==> src/hdl/value_table_match_count_replace_remove_defines.svh <==
// assertion helpers for the value table block
`ifndef VALUE_TABLE_MATCH_COUNT_REPLACE_REMOVE_DEFINES_SVH
`define VALUE_TABLE_MATCH_COUNT_REPLACE_REMOVE_DEFINES_SVH

// same-cycle implication, disabled while in reset
`define VTM_ASSERT_NOW(label, clk, rst_n, ante, cons, msg) \
	label: assert property (@(posedge clk) disable iff (!rst_n) (ante) |-> (cons)) \
		else $error(msg);

// next-cycle implication, disabled while in reset
`define VTM_ASSERT_NEXT(label, clk, rst_n, ante, cons, msg) \
	label: assert property (@(posedge clk) disable iff (!rst_n) (ante) |=> (cons)) \
		else $error(msg);

`endif

==> src/hdl/vtm_pkg.sv <==
`default_nettype none

package vtm_pkg;

	// default table size
	localparam int TABLE_DEPTH_DEF = 32;

	// field widths
	localparam int ACT_W = 3;
	localparam int WORD_W = 32;
	localparam int IDX_W = 5;
	localparam int CNT_OUT_W = 6;
	localparam int STAT_W = 2;

	// action codes
	localparam logic [ACT_W-1:0] ACT_APPEND = 3'd0;
	localparam logic [ACT_W-1:0] ACT_COUNT = 3'd1;
	localparam logic [ACT_W-1:0] ACT_REPLACE = 3'd2;
	localparam logic [ACT_W-1:0] ACT_REMOVE = 3'd3;
	localparam logic [ACT_W-1:0] ACT_READ = 3'd4;

	// status codes
	localparam logic [STAT_W-1:0] ST_OK = 2'd0;
	localparam logic [STAT_W-1:0] ST_FULL = 2'd1;
	localparam logic [STAT_W-1:0] ST_RANGE = 2'd2;

	// controller to datapath commands
	typedef struct packed {
		logic load;
		logic scan;
		logic report;
	} vtm_cmd_t;

	// datapath to controller status
	typedef struct packed {
		logic go_scan;
		logic scan_last;
	} vtm_stat_t;

endpackage

`default_nettype wire

==> src/hdl/vtm_ram.sv <==
`default_nettype none

module vtm_ram #(
	parameter int WIDTH = 32,
	parameter int DEPTH = 32
) (
	input wire logic clk,
	input wire logic we,
	input wire logic [$clog2(DEPTH)-1:0] waddr,
	input wire logic [WIDTH-1:0] wdata,
	input wire logic re,
	input wire logic [$clog2(DEPTH)-1:0] raddr,
	output logic [WIDTH-1:0] rdata
);

	logic [WIDTH-1:0] mem_q [DEPTH];

	// one write port, one registered read port
	always_ff @(posedge clk) begin
		if (we) begin
			mem_q[waddr] <= wdata;
		end
		if (re) begin
			rdata <= mem_q[raddr];
		end
	end

endmodule

`default_nettype wire

==> src/hdl/vtm_ctrl.sv <==
`default_nettype none

module vtm_ctrl (
	input wire logic clk,
	input wire logic arst_n,
	input wire logic start,
	input wire vtm_pkg::vtm_stat_t stat,
	output vtm_pkg::vtm_cmd_t cmd,
	output logic busy,
	output logic done
);

	localparam logic [1:0] S_IDLE = 2'd0;
	localparam logic [1:0] S_SCAN = 2'd1;
	localparam logic [1:0] S_TAIL = 2'd2;
	localparam logic [1:0] S_REPORT = 2'd3;

	logic [1:0] state_q;
	logic [1:0] state_nxt;
	logic done_q;

	// next state and commands
	always_comb begin
		state_nxt = state_q;
		cmd = '0;
		case (state_q)
			S_IDLE: begin
				if (start) begin
					cmd.load = 1'b1;
					state_nxt = stat.go_scan ? S_SCAN : S_REPORT;
				end
			end
			S_SCAN: begin
				cmd.scan = 1'b1;
				if (stat.scan_last) begin
					state_nxt = S_TAIL;
				end
			end
			S_TAIL: begin
				state_nxt = S_REPORT;
			end
			S_REPORT: begin
				cmd.report = 1'b1;
				state_nxt = S_IDLE;
			end
			default: begin
				state_nxt = S_IDLE;
			end
		endcase
	end

	// state and result strobe
	always_ff @(posedge clk or negedge arst_n) begin
		if (!arst_n) begin
			state_q <= S_IDLE;
			done_q <= 1'b0;
		end else begin
			state_q <= state_nxt;
			done_q <= cmd.report;
		end
	end

	assign busy = (state_q != S_IDLE);
	assign done = done_q;

endmodule

`default_nettype wire

==> src/hdl/vtm_dp.sv <==
`default_nettype none

module vtm_dp #(
	parameter int TABLE_DEPTH = vtm_pkg::TABLE_DEPTH_DEF
) (
	input wire logic clk,
	input wire logic arst_n,
	input wire vtm_pkg::vtm_cmd_t cmd,
	output vtm_pkg::vtm_stat_t stat,
	input wire logic [vtm_pkg::ACT_W-1:0] action,
	input wire logic signed [vtm_pkg::WORD_W-1:0] key_value,
	input wire logic signed [vtm_pkg::WORD_W-1:0] new_value,
	input wire logic [vtm_pkg::IDX_W-1:0] read_index,
	output logic [vtm_pkg::CNT_OUT_W-1:0] match_count,
	output logic signed [vtm_pkg::WORD_W-1:0] read_value,
	output logic [vtm_pkg::CNT_OUT_W-1:0] table_length,
	output logic [vtm_pkg::STAT_W-1:0] status
);

	localparam int AW = $clog2(TABLE_DEPTH);
	localparam int CW = $clog2(TABLE_DEPTH + 1);
	localparam int XW = (CW > vtm_pkg::IDX_W) ? CW : vtm_pkg::IDX_W;
	localparam logic [CW-1:0] DEPTH_C = CW'(TABLE_DEPTH);

	// request registers
	logic [vtm_pkg::ACT_W-1:0] act_q;
	logic [vtm_pkg::WORD_W-1:0] key_q;
	logic [vtm_pkg::WORD_W-1:0] new_q;
	logic range_ok_q;

	// table length and walk state
	logic [CW-1:0] count_q;
	logic [AW-1:0] ptr_q;
	logic [CW-1:0] wr_q;
	logic [CW-1:0] match_q;
	logic [vtm_pkg::WORD_W-1:0] value_q;

	// compare stage, lined up with the ram read data
	logic valid_s1;
	logic [AW-1:0] addr_s1;

	// result registers
	logic [vtm_pkg::CNT_OUT_W-1:0] match_count_q;
	logic [vtm_pkg::WORD_W-1:0] read_value_q;
	logic [vtm_pkg::CNT_OUT_W-1:0] table_length_q;
	logic [vtm_pkg::STAT_W-1:0] status_q;

	// ram ports
	logic mem_we;
	logic [AW-1:0] mem_waddr;
	logic [vtm_pkg::WORD_W-1:0] mem_wdata;
	logic [vtm_pkg::WORD_W-1:0] mem_rdata;

	logic in_range;
	logic is_search;
	logic hit;
	logic not_full;

	vtm_ram #(
		.WIDTH(vtm_pkg::WORD_W),
		.DEPTH(TABLE_DEPTH)
	) u_ram (
		.clk(clk),
		.we(mem_we),
		.waddr(mem_waddr),
		.wdata(mem_wdata),
		.re(cmd.scan),
		.raddr(ptr_q),
		.rdata(mem_rdata)
	);

	// decode of the incoming request
	always_comb begin
		in_range = (XW'(read_index) < XW'(count_q));
		is_search = (action == vtm_pkg::ACT_COUNT) || (action == vtm_pkg::ACT_REPLACE) ||
			(action == vtm_pkg::ACT_REMOVE);
		stat.go_scan = (is_search && (count_q != '0)) ||
			((action == vtm_pkg::ACT_READ) && in_range);
		stat.scan_last = (act_q == vtm_pkg::ACT_READ) || (ptr_q == AW'(count_q - 1'b1));
	end

	assign hit = (mem_rdata == key_q);
	assign not_full = (count_q < DEPTH_C);

	// ram write: replace in place, compacting copy, or append at the end
	always_comb begin
		mem_we = 1'b0;
		mem_waddr = addr_s1;
		mem_wdata = new_q;
		if (valid_s1) begin
			if ((act_q == vtm_pkg::ACT_REPLACE) && hit) begin
				mem_we = 1'b1;
			end else if ((act_q == vtm_pkg::ACT_REMOVE) && !hit) begin
				mem_we = 1'b1;
				mem_waddr = AW'(wr_q);
				mem_wdata = mem_rdata;
			end
		end else if (cmd.report && (act_q == vtm_pkg::ACT_APPEND) && not_full) begin
			mem_we = 1'b1;
			mem_waddr = AW'(count_q);
			mem_wdata = key_q;
		end
	end

	// request capture and walk payload
	always_ff @(posedge clk) begin
		if (cmd.load) begin
			act_q <= action;
			key_q <= key_value;
			new_q <= new_value;
			range_ok_q <= in_range;
			ptr_q <= (action == vtm_pkg::ACT_READ) ? AW'(read_index) : '0;
			wr_q <= '0;
			match_q <= '0;
			value_q <= '0;
		end else begin
			if (cmd.scan) begin
				ptr_q <= ptr_q + 1'b1;
			end
			if (valid_s1) begin
				if ((act_q != vtm_pkg::ACT_READ) && hit) begin
					match_q <= match_q + 1'b1;
				end
				if ((act_q == vtm_pkg::ACT_REMOVE) && !hit) begin
					wr_q <= wr_q + 1'b1;
				end
				if (act_q == vtm_pkg::ACT_READ) begin
					value_q <= mem_rdata;
				end
			end
		end
		addr_s1 <= ptr_q;
	end

	// compare stage valid and table length
	always_ff @(posedge clk or negedge arst_n) begin
		if (!arst_n) begin
			valid_s1 <= 1'b0;
			count_q <= '0;
		end else begin
			valid_s1 <= cmd.scan;
			if (cmd.report) begin
				if ((act_q == vtm_pkg::ACT_APPEND) && not_full) begin
					count_q <= count_q + 1'b1;
				end else if (act_q == vtm_pkg::ACT_REMOVE) begin
					count_q <= wr_q;
				end
			end
		end
	end

	// result word
	always_ff @(posedge clk) begin
		if (cmd.report) begin
			match_count_q <= vtm_pkg::CNT_OUT_W'(match_q);
			read_value_q <= '0;
			table_length_q <= vtm_pkg::CNT_OUT_W'(count_q);
			status_q <= vtm_pkg::ST_OK;
			case (act_q)
				vtm_pkg::ACT_APPEND: begin
					if (not_full) begin
						table_length_q <= vtm_pkg::CNT_OUT_W'(count_q + 1'b1);
					end else begin
						status_q <= vtm_pkg::ST_FULL;
					end
				end
				vtm_pkg::ACT_REMOVE: begin
					table_length_q <= vtm_pkg::CNT_OUT_W'(wr_q);
				end
				vtm_pkg::ACT_READ: begin
					if (range_ok_q) begin
						read_value_q <= value_q;
					end else begin
						status_q <= vtm_pkg::ST_RANGE;
					end
				end
				default: begin
				end
			endcase
		end
	end

	assign match_count = match_count_q;
	assign read_value = read_value_q;
	assign table_length = table_length_q;
	assign status = status_q;

endmodule

`default_nettype wire

==> src/hdl/value_table_match_count_replace_remove.sv <==
// Ordered table of signed 32-bit words with search, replace and compacting remove.
// Request side: drive action, key_value, new_value and read_index with start high;
// the word is taken at a clock edge where start is high and busy is low. busy stays
// high until the request has been answered.
// Result side: done is high for exactly one cycle and match_count, read_value,
// table_length and status are valid in that cycle. The receiver cannot stall, so
// the result must be taken when done is seen.
// Path from accept to done: append, empty-table searches, unknown actions and
// out-of-range reads go from idle straight to report; a good read, count, replace
// and remove pass through scan and tail first. The walk reads one entry per cycle
// through the single read port of the table ram and one comparator. A new request
// can be taken in the cycle done is high.
// Reset clears the length to zero and returns the controller to idle; the table
// ram is not cleared, entries are only read after being written.
`default_nettype none
`include "value_table_match_count_replace_remove_defines.svh"

module value_table_match_count_replace_remove #(
	parameter int TABLE_DEPTH = vtm_pkg::TABLE_DEPTH_DEF
) (
	input wire logic clk,
	input wire logic arst_n,
	input wire logic start,
	output logic busy,
	input wire logic [vtm_pkg::ACT_W-1:0] action,
	input wire logic signed [vtm_pkg::WORD_W-1:0] key_value,
	input wire logic signed [vtm_pkg::WORD_W-1:0] new_value,
	input wire logic [vtm_pkg::IDX_W-1:0] read_index,
	output logic done,
	output logic [vtm_pkg::CNT_OUT_W-1:0] match_count,
	output logic signed [vtm_pkg::WORD_W-1:0] read_value,
	output logic [vtm_pkg::CNT_OUT_W-1:0] table_length,
	output logic [vtm_pkg::STAT_W-1:0] status
);

	vtm_pkg::vtm_cmd_t cmd;
	vtm_pkg::vtm_stat_t stat;

	// sequencer
	vtm_ctrl u_ctrl (
		.clk(clk),
		.arst_n(arst_n),
		.start(start),
		.stat(stat),
		.cmd(cmd),
		.busy(busy),
		.done(done)
	);

	// table, walk registers and result word
	vtm_dp #(
		.TABLE_DEPTH(TABLE_DEPTH)
	) u_dp (
		.clk(clk),
		.arst_n(arst_n),
		.cmd(cmd),
		.stat(stat),
		.action(action),
		.key_value(key_value),
		.new_value(new_value),
		.read_index(read_index),
		.match_count(match_count),
		.read_value(read_value),
		.table_length(table_length),
		.status(status)
	);

	// checks
	`VTM_ASSERT_NEXT(a_accept_busy, clk, arst_n, start && !busy, busy, "busy low after accept")
	`VTM_ASSERT_NEXT(a_done_single, clk, arst_n, done, !done, "done held for two cycles")
	`VTM_ASSERT_NOW(a_full_no_match, clk, arst_n, done && (status == vtm_pkg::ST_FULL), (match_count == '0) && (read_value == '0), "full status with nonzero fields")
	`VTM_ASSERT_NOW(a_range_zero, clk, arst_n, done && (status == vtm_pkg::ST_RANGE), (read_value == '0) && (match_count == '0), "range status with nonzero fields")

endmodule

`default_nettype wire

==> config.mk <==
export PLATFORM = sky130hd
export DESIGN_NAME = value_table_match_count_replace_remove
export DESIGN_NICKNAME = d
export VERILOG_FILES = /design/src/hdl/vtm_pkg.sv /design/src/hdl/vtm_ram.sv /design/src/hdl/vtm_ctrl.sv /design/src/hdl/vtm_dp.sv /design/src/hdl/value_table_match_count_replace_remove.sv
export VERILOG_INCLUDE_DIRS = /design/src /design/src/hdl
export SDC_FILE = /design/constraint.sdc
export NUM_CORES = 1
export LEC_CHECK = 0
export ABC_CLOCK_PERIOD_IN_PS = 7400
export BUFFER_PORTS_ARGS = -buffer_cell sky130_fd_sc_hd__buf_2
export CAP_MARGIN = 40
export CORE_UTILIZATION = 40
export CTS_CLUSTER_DIAMETER = 150
export DETAILED_ROUTE_END_ITERATION = 7
export HOLD_SLACK_MARGIN = 0.05
export SYNTH_ARGS = -nofsm -noshare
export SYNTH_HDL_FRONTEND = slang
export SYNTH_HIERARCHICAL = 1
export SYNTH_SLANG_ARGS = --single-unit
==> constraint.sdc <==
create_clock -name clk -period 7.4 [get_ports clk]
set_input_delay 1.48 -clock clk [delete_from_list [all_inputs] [get_ports clk]]
set_output_delay 1.48 -clock clk [all_outputs]
set_load 0.01 [all_outputs]
==> impl_metrics.py <==
metrics = {
    "floorplan": {
        "placementRows": 128,
        "die_h_um": 353,
        "fp.dieW_um": 353,
        "initial_core_util": 0.403,
        "dieArea_sq_mm": 0.124,
        "ios": 123,
        "core-area_sq_mm": 0.122,
    },
    "run": {
        "cap_viol_max_count": 0,
    },
    "synthesis": {
        "synth_edf_count": 1175,
        "synth_ff_type": "edfxtp_1",
        "ys_top_cells_by_area": "edfxtp_1 (72%), mux2i_1 (11%), dfxtp_1 (2.0%)",
        "async_reset_ff_frac": 0.00810,
        "avgSynthCellArea_sq_um": 16.4,
        "synth_top_area_frac": 0.718,
        "ys_types": 60,
        "yosys-top-cells-count": "edfxtp_1 (1175), mux2i_1 (553), a21oi_1 (184)",
        "syn_area_sq_mm": 0.0491,
        "syn_nets": 3086,
        "post-synth-top-count-cell": "edfxtp_1",
        "synth_top_cell_by_area": "edfxtp_1",
        "seq_area_frac_synth": 0.743,
        "ys_warn_count": 6,
        "syn_inst": 2995,
        "ys_ff_latch": 1234,
    },
    "placed_design": {
        "io_buffers": 122,
        "dp_cells": 4660,
        "dp_hpwl_um": 76400,
        "gp_congestion": 0.828,
    },
    "cells_and_area": {
        "fin_util": 0.469,
        "area.growth.synth_to_final_pct": 16.3,
        "num_antenna_cells": 0,
        "final_nets": 3258,
        "num-fill-cells": 10300,
        "layout-drive-gt1-share": 0.150,
        "multi_input_area_sq_mm": 0.0122,
        "regArea_sq_mm": 0.0365,
        "instances_no_fill": 4895,
    },
    "worst_setup_path": {
        "rrSetupSlack_ps": 2480,
        "critical_path_depth": 10,
        "cp_cell_sequence": "nor4_2 -> buf_4 -> nand2_2 -> buf_16 -> nor2_1 -> a211oi_1 -> a21oi_1 -> or3b_2 -> nor2_4 -> buf_4",
        "crit_family": "simple AND/OR/NAND/NOR gates",
        "required_ps": 7800,
        "timing.critical_path.buf_inv": 3,
        "crit_path_end_kind": "register",
        "worst-path-max-fanout": 40,
        "worstPathArrival_ps": 5320,
        "critPathMaxStageDelay_ps": 710,
        "worstSetupStartpointType": "register",
        "slowest_stage": "a21oi_1",
        "worst_r2r_path_depth": 10,
        "crit_type": "register to register",
        "critPathMostFrequentCell": "buf_4",
    },
    "timing": {
        "final.period_utilization": 0.664,
        "rsz0062_at_grt": "false",
        "slew_headroom": 0.290,
        "worst_pin_slew_ps": 1070,
        "tns_ps": 0,
        "slew_violations": 0,
        "fin_crit_ps": 4920,
        "fin_skew_ps": 47.1,
        "setup_violations": 0,
        "max_freq_mhz": 203,
        "hold_viol": 0,
    },
    "route": {
        "first_pass_iters": 5,
        "wl_per_cell_um": 24.9,
        "ant_nets": 0,
        "drc": 0,
        "drt_iter0_drc": 2647,
        "totalWireLength_um": 122000,
        "dr_total_vias": 26700,
        "viasPerCell": 5.46,
    },
    "power_and_ir_drop": {
        "power_density_mw_per_mm2": 406,
        "ir_drop_uv": 370,
        "total_leakage_power_nw": 20.0,
        "finalPower_mw": 23.2,
    },
    "clock_tree": {
        "post_cts_resized": 0,
        "root_buffer": "clkbuf_16",
        "h-tree-depth": 4,
        "cts_tree": "done",
        "cts.clk_slew.worst_paths_ps": 60,
        "clk_path_buf_depth": 3,
        "cts_setup_buffers": 0,
        "clk_latency_ps": 740,
        "cts_buffers": 130,
        "clkSinkCount": 1234,
        "holdBufCountCts": 0,
    },
    "run_status": {
        "status": "complete, no violations",
    },
    "grt": {
        "grt_usage": 0.195,
        "antenna_found_initial": 6,
        "overflow": 0,
        "grt_max_degree": 129,
        "grt_pass1_wl_um": 178000,
        "first_global_vias": 25700,
    },
    "worst_hold_path": {
        "min_path_type": "register to register",
        "min_delay_path_depth": 2,
    },
}
-- state kept, by name (all words and copies together), names as in the netlist --
register           count
u_dp/key_q            32
u_dp/read_value       32
u_dp/act_q             3
u_dp/ptr_q             5
u_dp/match_count       6
u_dp/range_ok_q        1
u_dp/addr_s1           5
u_dp/wr_q              6
u_dp/match_q           6
u_dp/u_ram/rdata      32
u_dp/table_length      6
u_dp/u_ram/mem_q    1024
u_dp/value_q          32
u_ctrl/done            1
u_dp/new_q            32
u_ctrl/state_q         2
u_dp/count_q           6
u_dp/valid_s1          1
u_dp/status            2
-- cell usage in the layout (no fill, tap or decap), types with 32 or more instances in the layout --
cell       count
nand2_1      179
edfxtp_1    1175
a22oi_1       97
and2_1        34
dfxtp_1       49
buf_2        123
and3_1        37
xor2_1        40
nand3_1      108
clkbuf_16    132
a21oi_1      152
buf_4         32
nor3_1        37
a31oi_1       34
mux2i_1      553
clkbuf_1      39
a22o_1        64
nor2_4        33
a211oi_1      38
-- cell type report --
cell class	instances	area share
Clock inverter	60	0.00961
Timing Repair Buffer	215	0.0395
Clock buffer	175	0.0613
Multi-Input combinational cell	1570	0.214
Sequential cell	1234	0.639
Tap cell	1625	0.0356
Inverter	16	0.00105
-- power breakdown --
group,switching [mW],internal [mW]
Combinational,5.12,2.40
Sequential,0.382,9.15
Clock,2.67,3.50
-- worst register-to-register path, stage by stage, from the launching register on --
cell and delay [ps]:
edfxtp_1 540, nor4_2 320, buf_4 430, nand2_2 440
buf_16 310, nor2_1 110, a211oi_1 60, a21oi_1 710
or3b_2 640, nor2_4 620, buf_4 400
-- through the flow --
step | instance area [sq um] | hold slack (ps) | setup WS [ps]
after floorplan | 49100 | 417 | 2390
after global placement | 51800 | 433 | 2180
after detailed placement | 53100 | 442 | 2600
after CTS | 57200 | 450 | 2580
after global routing | 57200 | 466 | 2400
final | 57200 | 448 | 2480
-- per-layer routing --
metal | wire length (um) | part of all wire | track usage | vias to the layer above
met5 | 13 | 0.00011 | 0 | -
met4 | 2790 | 0.023 | 0.0565 | 2
met3 | 9250 | 0.076 | 0.0450 | 148
met2 | 54600 | 0.45 | 0.288 | 928
met1 | 55300 | 0.45 | 0.285 | 13600
li1 | - | - | - | 12100
-- kinds of logic (layout without fill, tap and decap cells) --
| group | Yosys count | in the layout | synth area share |
|---|---|---|---|
| adder cells (fa/ha/maj) | 16 | 16 | 0.00407 |
| XOR/XNOR | 46 | 46 | 0.00820 |
| AND/OR/NAND/NOR | 500 | 500 | 0.0499 |
| AO/OA/AOI/OAI | 455 | 455 | 0.0605 |
| flip-flops | 1234 | 1234 | 0.743 |
| multiplexers | 553 | 553 | 0.113 |
| buffers and inverters | 191 | 466 | 0.0216 |
-- worst paths after layout --
path | startpoint | to
worst min-delay path | u_dp/value_q[14] | u_dp/value_q[14]
max in group asynchronous | arst_n | u_dp/valid_s1
min in group asynchronous | arst_n | u_ctrl/done
worst min register to register | u_dp/value_q[14] | u_dp/value_q[14]
worst max register to register | u_dp/act_q[2] | u_dp/u_ram/mem_q[18][13]
worst max-delay path | u_dp/act_q[2] | u_dp/u_ram/mem_q[18][13]
Note: power is estimated with default switching activity, not from simulation.
